**config.mk**
```make
export PLATFORM = sky130hd
export DESIGN_NAME = cas_div
export DESIGN_NICKNAME = d
export VERILOG_FILES = /design/src/hw/rtl/assert_macros.svh /design/src/hw/rtl/cas_pkg.sv /design/src/hw/rtl/cas_div.sv
export SDC_FILE = /design/constraint.sdc
export NUM_CORES = 1
export LEC_CHECK = 0
export ABC_AREA = 1
export BUFFER_PORTS_ARGS = -buffer_cell sky130_fd_sc_hd__buf_2
export CORE_MARGIN = 1
export CORE_UTILIZATION = 53
export CTS_CLUSTER_DIAMETER = 150
export CTS_CLUSTER_SIZE = 24
export DETAILED_ROUTE_END_ITERATION = 8
export PLACE_DENSITY = 0.78
export SLEW_MARGIN = 10
export SYNTH_ARGS = -nofsm -noshare
export SYNTH_HDL_FRONTEND = slang
export SYNTH_SLANG_ARGS = --single-unit
```
**constraint.sdc**
```tcl
create_clock -name clk -period 3.5 [get_ports clk]
set_clock_uncertainty 0.05 [all_clocks]
set_input_delay 0.175 -clock clk [delete_from_list [all_inputs] [get_ports clk]]
set_output_delay 0.175 -clock clk [all_outputs]
set_load 0.02 [all_outputs]
```
**src/hw/rtl/assert_macros.svh**
```systemverilog
// Assertion macros shared by the RTL.
// Clocked property checks, one reset-gated and one not; empty under synthesis.
`ifndef ASSERT_MACROS_SVH
`define ASSERT_MACROS_SVH
`ifndef SYNTHESIS
`define CAS_ASSERT(lbl, clk, rstn, prop, msg) \
  lbl: assert property (@(posedge clk) disable iff (!rstn) prop) else $error(msg);
`define CAS_ASSERT_ALWAYS(lbl, clk, prop, msg) \
  lbl: assert property (@(posedge clk) prop) else $error(msg);
`else
`define CAS_ASSERT(lbl, clk, rstn, prop, msg)
`define CAS_ASSERT_ALWAYS(lbl, clk, prop, msg)
`endif
`endif

```
**src/hw/rtl/cas_pkg.sv**
```systemverilog
`timescale 1ns / 1ps
// Package for the centroid accumulate and score block.
// Types, opcodes, register indexes and defaults; no dependencies.
package cas_pkg;

  localparam int MAX_DIMS_DEF = 64;

  localparam logic [2:0] OP_LOAD   = 3'd0;
  localparam logic [2:0] OP_ADD    = 3'd1;
  localparam logic [2:0] OP_SCORE  = 3'd2;
  localparam logic [2:0] OP_UPDATE = 3'd3;
  localparam logic [2:0] OP_RESET  = 3'd4;

  localparam logic [1:0] REG_DIMS       = 2'd0;
  localparam logic [1:0] REG_PRIOR_STR  = 2'd1;
  localparam logic [1:0] REG_PRIOR_MEAN = 2'd2;

  localparam logic       KIND_SCORE  = 1'b0;
  localparam logic       KIND_UPDATE = 1'b1;

  localparam logic [6:0]  DIMS_RST  = 7'd64;
  localparam logic [15:0] PRIOR_RST = 16'd256;

  typedef struct packed {
    logic [2:0]         opcode;
    logic [5:0]         dim_index;
    logic signed [31:0] value;
    logic [15:0]        weight;
    logic               last_element;
  } cas_in_t;

  typedef struct packed {
    logic               result_kind;
    logic signed [63:0] score;
    logic               saturated;
  } cas_out_t;

  typedef struct packed {
    logic re;
    logic mean_we;
    logic sum_we;
    logic sum_clr;
  } cas_mem_ctl_t;

  typedef enum logic [2:0] {
    ST_IDLE, ST_MUL, ST_ACC, ST_UCHK, ST_UNUM, ST_UDIV, ST_OUT
  } cas_state_t;

endpackage

```
**src/hw/rtl/cas_div.sv**
```systemverilog
`timescale 1ns / 1ps
// Restoring divider, one quotient bit per cycle.
// Depends on cas_pkg.
module cas_div import cas_pkg::*; (
  input  logic        clk,
  input  logic        rst_n,
  input  logic        start,
  input  logic [63:0] dividend,
  input  logic [40:0] divisor,
  output logic        busy,
  output logic        done,
  output logic [63:0] quot
);

  logic [41:0] rem_r, rem_nxt;
  logic [63:0] quo_r, quo_nxt;
  logic [40:0] den_r;
  logic [6:0]  cnt_r, cnt_nxt;
  logic        busy_r, busy_nxt;
  logic        done_r, done_nxt;
  logic [41:0] shifted;

  always_comb begin
    shifted  = {rem_r[40:0], quo_r[63]};
    rem_nxt  = rem_r;
    quo_nxt  = quo_r;
    cnt_nxt  = cnt_r;
    busy_nxt = busy_r;
    done_nxt = 1'b0;
    if (start) begin
      rem_nxt  = '0;
      quo_nxt  = dividend;
      cnt_nxt  = '0;
      busy_nxt = 1'b1;
    end else if (busy_r) begin
      if (shifted >= {1'b0, den_r}) begin
        rem_nxt = shifted - {1'b0, den_r};
        quo_nxt = {quo_r[62:0], 1'b1};
      end else begin
        rem_nxt = shifted;
        quo_nxt = {quo_r[62:0], 1'b0};
      end
      cnt_nxt = cnt_r + 7'd1;
      if (cnt_r == 7'd63) begin
        busy_nxt = 1'b0;
        done_nxt = 1'b1;
      end
    end
  end

  always_ff @(posedge clk) begin
    rem_r <= rem_nxt;
    quo_r <= quo_nxt;
    if (start) begin
      den_r <= divisor;
    end
  end

  always_ff @(posedge clk) begin
    if (!rst_n) begin
      busy_r <= 1'b0;
      done_r <= 1'b0;
      cnt_r  <= '0;
    end else begin
      busy_r <= busy_nxt;
      done_r <= done_nxt;
      cnt_r  <= cnt_nxt;
    end
  end

  assign busy = busy_r;
  assign done = done_r;
  assign quot = quo_r;

endmodule

```
==> run metrics, run 1 <==
Reg clk slew, reported paths 0.07 ns; ratio of cells with drive above 1 in the final layout 0.1419; post-CTS setup buffers 0; clock latency on the worst-skew pair 0.44 ns; Logic pwr share 0.156; Final Max Slew Viols 0; PD cells 382.7 mW/mm^2; HP Class in2reg; minimum clock period 2.721 ns; sequential power share 0.455; total power 4754 uW; GPL Wtd Cong 0.9864; Final #Nets 1,809; worst slew pin tran 0.7345 ns; Netlist cell types 35; pre-CTS WS 0.8287 ns; startpoint of the worst hold path dividend[55]; H-tree levels 4; Post-Syn Area 0.009777 mm^2; Syn-to-layout area delta 27.05%; CP arrival 3.04 ns; initial antenna violation count 1; Max rail drop VDD 0.3189 mV; Syn Nets 1,541; clk sink count 155; first-pass GRT wire length 44,600 um; switch share 0.2981; Fin. Hold Viols 0; period utilization 0.7774; Post-synth ARST share 0; YS warnings 0; TritonCTS buffer count 17; fmax 367.5 MHz; via count 9,726; total grt overflow 0; Cells after Synth 1,390; CP Buf/Inv Count 2; die height 137.8 um; overall routing resource usage 0.3053; Internal 3337 uW; RSZ-0062 raised after global routing false; Finish-stage setup viols 0; starting density of the core 0.5424; Port Buffers 173; commonest non-fill, non-tap cell in the layout nand2_1; run status finished, final reports clean; final worst slack 0.7791 ns; Avg Synthesized Cell Area 7.034 um^2; CP Capture Type register; WS Path Type reg2reg; post-CTS sizing 0; Critical Path Source quot[63]; commonest cells after routing, fill and taps aside nand2_1 (603), inv_1 (230), buf_2 (172), edfxtp_1 (105), dlygate4sd3_1 (103); Slew HR 0.5103; wire length per cell 14.80 um; Fin Setup TNS 0 ns; flop and latch count out of synthesis 155; DRT Wirelength 28,120 um; I/O Pins 174; post-detailed-route count of antenna-violating nets 0; largest net degree at the start of global routing 66; EDFF count, synth 105; Post-DP HPWL 18,740 um; core area 0.01802 mm^2; CP max FO 40; crit start category register; die width 137.8 um; r2r setup slk 0.78 ns; CP peak stage delay 0.46 ns; row count 49; Clock Power Share 0.389; DP Area 0.01082 mm^2; vias in the first global route 9,384; initial drt markers 647; critical path data required time 3.82 ns; Design Area, Final 0.01242 mm^2; CTS tree done; CTS Root Cell clkbuf_16; die area 0.01899 mm^2; Slowest cell on crit path fa_1; P_leak 0.006549 uW; max_cap viols 0; Primary FF master, synth edfxtp_1; NetSw 1417 uW; Top Family by Delay on Critical Path simple AND/OR/NAND/NOR gates; DRT Pass-1 Iters 6; RR Startpoint quot[63]; clock buffer depth 2; worst path cell trace inv_1 -> ha_1 -> inv_1 -> fa_1 -> nand3_1 -> nand3_2 -> nand2_1 -> nand3_2 -> nand2_4 -> nand2_4 -> nand2_1 -> nand3_1 -> o21ai_1; # DRC 0; post-synthesis sequential area ratio 0.4249; hold_buf cts 103; Via density 5.119
==> per-stage QoR <==
step | hold slack (ns) | std cells | utilization
after floorplan | 0.2239 | 1390 | -
after global placement | 0.3020 | 1765 | 0.6002
after detailed placement | 0.3032 | 1765 | 0.6002
after CTS | 0.001620 | 1899 | 0.6890
after global routing | 0.01602 | 1900 | 0.6892
final | 0.02921 | 1900 | 0.6892
==> path summary, 6_finish.rpt <==
kind | end | depth (start not counted)
setup / recovery | rem_r[13] | 13
hold / removal | quot[55] | 3
hold reg to reg | rem_r[26] | 2
setup reg to reg | rem_r[13] | 13
==> synth_stat cells (3+ instances only) <==
cell        n  area (um^2)
o21ai_1    17        85.08
buf_1       6        22.52
nor3_1      9        45.04
dfxtp_1    50         1001
clkbuf_1   13        48.80
nand3_1    98        490.5
nand2_1   603         2263
and2_1      6        37.54
nand3b_1   21        157.7
o21ai_0     7        35.03
xnor2_1    22        192.7
inv_1     232        870.8
ha_1       42        525.5
nand2_2     5        31.28
edfxtp_1  105         3153
nor2_1     73        274.0
o21bai_1    5        37.54
a21oi_1    27        135.1
buf_2      10        50.05
nor2_2     11        68.82
buf_6       6        67.56
clkinv_1    5        18.77
nand4_1     3        18.77
==> power by group through the flow <==
stage | Sequential [uW] | Combinational [uW] | Clock, uW
2_1_floorplan | 2280 | 290 | 0
3_3_place_gp | 2200 | 614 | 0
3_5_place_dp | 2190 | 624 | 0
4_1_cts | 2160 | 715 | 1870
5_1_grt | 2180 | 804 | 1930
6_report | 2160 | 741 | 1850
==> flip-flops by register name (all words and copies together), names as in the netlist <==
signal,cells
busy,1
cnt_r,7
den_r,41
done,1
quot,64
rem_r,41
==> worst min-delay path, stage by stage <==
cell and delay, ns:
buf_2 0.08, nand2_1 0.07, nand2_1 0.08
==> routing by layer <==
metal	routed length, um	track usage
met5	0	0
met4	1056	0.1449
met3	1875	0.06255
met2	13410	0.5190
met1	11770	0.3682
==> final cells by class <==
cell class	instances	area [um^2]
inverters	237	889.6
well taps	229	286.5
repair buffers	284	1972
diodes	1	2.502
clock inverters	14	145.1
flip-flops and latches	155	4154
fillers	1503	5603
clock buffers	17	425.4
multi-input cells	963	4547
==> cells by family after synthesis <==
kind of cell | Yosys count | synth area share
compound gates | 61 | 0.03366
flops | 155 | 0.4249
fa+ha+maj | 43 | 0.05580
xor+xnor | 23 | 0.02060
buf+inv | 272 | 0.1103
simple gates | 836 | 0.3547
(Power assumes the default switching activity.)
==> run 2: changes to the inputs <==
--- a/config.mk
+++ b/config.mk
@@ -8,11 +8,11 @@
 export ABC_AREA = 1
 export BUFFER_PORTS_ARGS = -buffer_cell sky130_fd_sc_hd__buf_2
 export CORE_MARGIN = 1
-export CORE_UTILIZATION = 53
+export CORE_UTILIZATION = 52
 export CTS_CLUSTER_DIAMETER = 150
 export CTS_CLUSTER_SIZE = 24
 export DETAILED_ROUTE_END_ITERATION = 8
-export PLACE_DENSITY = 0.78
+export PLACE_DENSITY = 0.8
 export SLEW_MARGIN = 10
 export SYNTH_ARGS = -nofsm -noshare
 export SYNTH_HDL_FRONTEND = slang
==> constraint.sdc (replaced) <==
create_clock -name clk -period 2.33 [get_ports clk]
set_clock_uncertainty 0.05 [all_clocks]
set_input_delay 0.1165 -clock clk [delete_from_list [all_inputs] [get_ports clk]]
set_output_delay 0.1165 -clock clk [all_outputs]
set_load 0.02 [all_outputs]
==> run 2 against run 1 <==
Net effect:
- the flow now finishes with violations (DRC)
- combinational power up 69%
- global-route usage up 0.38 points
- maximum frequency grew 18%
- largest cell class unchanged
- largest power group unchanged
- register-to-register slack got worse by 0.75 ns
- die area up 1.9%
- critical path type unchanged
- flip-flop and latch count unchanged
- worst hold slack improved by 0.00081 ns
- wire length is 13% higher
- via count rose by 5.4%
- highest routed layer unchanged
- clock-buffer cell count unchanged
- critical endpoint is now rem_r[3]
==> run metrics, run 2 (same netlist as run 1, synthesis figures left out) <==
run status finished with violations; failing checks DRC; H-tree levels 4; vias in the first global route 9,803; Fin Setup TNS 0 ns; R2R depth 14; hold depth 3; RR Startpoint quot[63]; total grt overflow 0; worst slew pin tran 0.7109 ns; max FFs per register 64; first-pass GRT wire length 47,450 um; CP arrival 2.62 ns; period utilization 0.9873; CP max FO 9; Internal 5081 uW; via count 10,250; Most Crowded Layer GR met2; overall routing resource usage 0.3091; fmax 434.7 MHz; WS Path Type reg2reg; minimum clock period 2.300 ns; final worst slack 0.02955 ns; Hold Slack 0.03002 ns; I/O Pins 174; die height 139.1 um; Max rail drop VDD 0.5059 mV; row count 49; die width 139.1 um; post-detailed-route count of antenna-violating nets 0; reg2reg end rem_r[3]; NetSw 2200 uW; Reg clk slew, reported paths 0.06 ns; HP Class in2reg; CTS Root Cell clkbuf_16; initial antenna violation count 1; Syn-to-layout area delta 37.98%; Logic pwr share 0.172; PD cells 539.7 mW/mm^2; Fin. Hold Viols 0; crit start category register; Final #Nets 1,843; M1 GR Usage 0.3699; grt met3 use 0.06872; ratio of cells with drive above 1 in the final layout 0.2136; CP Capture Type register; P_leak 0.006845 uW; wire length per cell 16.40 um; max_cap viols 0; commonest cells after routing, fill and taps aside nand2_1 (573), inv_1 (224), buf_2 (172), edfxtp_1 (105), dlygate4sd3_1 (105); Layout Cells excl Fill 1,934; Fillers 1,313; GPL Wtd Cong 0.9649; Post-DP HPWL 19,520 um; initial drt markers 869; Final Max Slew Viols 0; switch share 0.3022; Via density 5.300; CTS tree done; DRT Wirelength 31,720 um; Clock Power Share 0.381; pre-CTS WS -0.009240 ns; clock latency on the worst-skew pair 0.45 ns; Slew HR 0.5254; Finish-stage setup viols 0; met2 Resource Use GR 0.5383; starting density of the core 0.5369; r2r setup slk 0.03 ns; DRT Pass-1 Iters 9; RSZ-0062 raised after global routing true; Hold Path End quot[63]; Port Buffers 173; clk sink count 155; clock buffer depth 2; core area 0.01821 mm^2; DP Area 0.01101 mm^2; largest net degree at the start of global routing 65; die area 0.01935 mm^2; startpoint of the worst hold path dividend[63]; Design Area, Final 0.01349 mm^2; placed instance count 1,780; critical path data required time 2.64 ns; commonest non-fill, non-tap cell in the layout nand2_1; TritonCTS buffer count 17; # DRC 1; sequential power share 0.447
run 2: timing repair:
item                                    in CTS  in global routing
setup buffers                                0                  9
pin swaps                                    0                 21
endpoints found under the setup margin       7                 42
hold endpoints to repair                   105                  0
gates cloned                                 0                  8
resized for setup                            1                120
hold buffers                               105                  0
run 2: per-layer routing:
layer	part of all wire	vias to the layer above	wire length, um
li1	-	4914	-
met3	0.087	99	2755
met1	0.39	4704	12500
met5	0	-	0
met4	0.037	0	1159
met2	0.48	533	15300
run 2: how the worst max path moves through the flow:
stage               slack [ns]      start   endpoint
floorplan                 0.06   quot[63]    quot[0]
global placement          0.05   quot[63]  rem_r[36]
detailed placement      -0.009   quot[63]  rem_r[35]
CTS                       0.03  den_r[20]  rem_r[37]
global route             -0.12   den_r[9]  rem_r[20]
finish                    0.03   quot[63]   rem_r[3]
run 2: power by group through the flow:
| stage | logic, uW | registers, uW | clock network [uW] |
|---|---|---|---|
| floorplan | 437 | 3430 | 0 |
| global placement | 948 | 3300 | 0 |
| detailed placement | 961 | 3290 | 0 |
| CTS | 1100 | 3240 | 2810 |
| global route | 1340 | 3270 | 2900 |
| finish | 1250 | 3260 | 2770 |
run 2: metrics by stage:
step | utilization | power, uW
6_report | 0.7409 | 7281
5_1_grt | 0.7409 | 7512
4_1_cts | 0.6937 | 7146
3_5_place_dp | 0.6044 | 4255
3_3_place_gp | 0.6044 | 4244
2_1_floorplan | - | 3866
run 2: area by class of cell:
class / count / area (um^2) / share of cell area
Antenna cell: 1 / 2.502 / 0.0001855
Multi-Input combinational cell: 964 / 5135 / 0.3806
Timing Repair Buffer: 317 / 2447 / 0.1814
Sequential cell: 155 / 4154 / 0.3079
Clock buffer: 17 / 425.4 / 0.03153
Clock inverter: 14 / 147.6 / 0.01094
Inverter: 237 / 892.1 / 0.06613
Tap cell: 229 / 286.5 / 0.02124
run 2: worst max-delay path, stage by stage (launching register included):
cell       delay [ns]
edfxtp_1         0.40
inv_2            0.10
ha_4             0.14
inv_4            0.03
fa_2             0.39
nand3_2          0.08
nand3_2          0.10
nand2_2          0.12
nand3_4          0.13
nand2_8          0.17
nand2_8          0.09
clkbuf_16        0.19
nand2_1          0.07
nand3_1          0.07
o21ai_1          0.10
==> run 3: changes to the inputs <==
--- a/config.mk
+++ b/config.mk
@@ -7,9 +7,11 @@
 export LEC_CHECK = 0
 export ABC_AREA = 1
 export BUFFER_PORTS_ARGS = -buffer_cell sky130_fd_sc_hd__buf_2
+export CELL_PAD_IN_SITES_DETAIL_PLACEMENT = 1
+export CELL_PAD_IN_SITES_GLOBAL_PLACEMENT = 1
 export CORE_MARGIN = 1
-export CORE_UTILIZATION = 52
-export CTS_CLUSTER_DIAMETER = 150
+export CORE_UTILIZATION = 37
+export CTS_CLUSTER_DIAMETER = 80
 export CTS_CLUSTER_SIZE = 24
 export DETAILED_ROUTE_END_ITERATION = 8
 export PLACE_DENSITY = 0.8
==> run 3 against run 2 <==
Net effect:
- the flow finishes with violations (setup timing)
- power increased by 4.8%
- critical path depth unchanged
- non-clock buffer count increased by 8
==> run metrics, run 3 (same netlist as run 1, synthesis figures left out) <==
run status finished with violations; failing checks setup timing; DRT Wirelength 37,870 um; via count 10,370; Slew HR 0.6375; commonest cells after routing, fill and taps aside nand2_1 (561), inv_1 (219), buf_2 (172), edfxtp_1 (105), dlygate4sd3_1 (105); ratio of cells with drive above 1 in the final layout 0.2354; initial drt markers 633; total grt overflow 0; GPL Wtd Cong 0.9344; WS Path Type reg2reg; vias in the first global route 10,830; Fin. Hold Viols 0; Final Max Slew Viols 0; Finish-stage setup viols 1; CTS tree done; max FFs per register 64; CP Capture Type register; core area 0.02598 mm^2; clk sink count 155; RSZ-0062 raised after global routing true; startpoint of the worst hold path dividend[0]; TritonCTS buffer count 17; minimum clock period 2.352 ns; fmax 425.1 MHz; Via density 5.065; wire length per cell 18.50 um; post-detailed-route count of antenna-violating nets 0; Reg clk slew, reported paths 0.09 ns; die area 0.02708 mm^2; row count 59; pre-CTS WS -0.09693 ns; clock latency on the worst-skew pair 0.45 ns; PD cells 549.3 mW/mm^2; Max rail drop VDD 0.4089 mV; Fin Setup TNS -0.02231 ns; largest net degree at the start of global routing 84; worst slew pin tran 0.5437 ns; RR Startpoint den_r[25]; initial antenna violation count 1; Port Buffers 173; CP max FO 5; # DRC 0; max_cap viols 0; first-pass GRT wire length 55,920 um; Critical Path Source den_r[25]; CTS Root Cell clkbuf_16; DRT Pass-1 Iters 5; Final #Nets 1,850; Final Util 0.5345; final worst slack -0.02231 ns; Syn-to-layout area delta 42.07%; clock buffer depth 2; period utilization 1.010; die height 164.6 um; crit start category register; overall routing resource usage 0.2678; CP arrival 2.70 ns; starting density of the core 0.3763; HP Class in2reg; Post-DP HPWL 23,430 um; P_leak 0.006989 uW; diode count 0; Design Area, Final 0.01389 mm^2; H-tree levels 4; commonest non-fill, non-tap cell in the layout nand2_1; I/O Pins 174; critical path data required time 2.68 ns; DP Area 0.01123 mm^2; die width 164.6 um
-- run 3: changes by cell type in the layout (fill, tap and decap cells not counted), moves of 5 or more --
cell,before,now
buf_4,24,30
inv_1,224,219
inv_2,7,12
nand2_1,573,561
nand2_2,29,40
nor2_1,64,55
nor2_4,4,13
-- run 3: area by class of cell --
cell class / instances / area (um^2)
Clock inverter: 15 / 197.7
Multi-Input combinational cell: 963 / 5280
Inverter: 237 / 890.9
Fill cell: 3229 / 12100
Tap cell: 335 / 419.2
Clock buffer: 17 / 425.4
Sequential cell: 155 / 4155
Timing Repair Buffer: 325 / 2521
-- run 3: worst paths after layout --
| kind | to | slack (ns) | depth (start not counted) |
|---|---|---|---|
| setup / recovery | rem_r[24] | -0.02 | 14 |
| hold / removal | quot[0] | 0.05 | 3 |
| setup reg to reg | rem_r[24] | -0.02 | 14 |
| hold reg to reg | rem_r[31] | 0.43 | 2 |
-- run 3: timing repair --
item / 4_1_cts / 5_1_grt
setup endpoints to repair: 11 / 42
pin swaps: 4 / 32
buffers inserted: 0 / 11
gates cloned: 1 / 5
endpoints found under the hold margin: 105 / 0
hold buffers: 105 / 0
resized for setup: 8 / 163
-- run 3: critical path, stage by stage, from the launching register on --
cell and delay (ns):
edfxtp_1 0.34, inv_1 0.06, ha_2 0.38, nand2_2 0.12, nor2_4 0.15, nand2_2 0.11
inv_1 0.11, nand2_1 0.14, nand3_4 0.16, nand2_8 0.11, buf_12 0.15, clkbuf_16 0.16
nand3b_1 0.08, nand3_1 0.09, nand2_1 0.10
-- run 3: report_power, final --
| part | switching (uW) | internal, uW |
|---|---|---|
| Sequential | 117 | 3150 |
| Combinational | 786 | 527 |
| Clock | 1480 | 1560 |
| Total | 2390 | 5240 |
-- run 3: metal layers --
| metal | track usage | routed length [um] | part of all wire |
|---|---|---|---|
| met3 | 0.06178 | 2399 | 0.063 |
| met4 | 0.08507 | 1099 | 0.029 |
| met1 | 0.3154 | 15170 | 0.40 |
| met5 | 0 | 10 | 0.00026 |
| met2 | 0.4777 | 19200 | 0.51 |
-- run 3: through the flow --
| stage | power [uW] | instances | hold slack (ns) |
|---|---|---|---|
| floorplan | 3866 | 1390 | 0.1654 |
| global placement | 4276 | 1893 | 0.2445 |
| detailed placement | 4307 | 1893 | 0.2452 |
| CTS | 7475 | 2031 | 0.06209 |
| global route | 7876 | 2047 | 0.06996 |
| finish | 7629 | 2047 | 0.04685 |
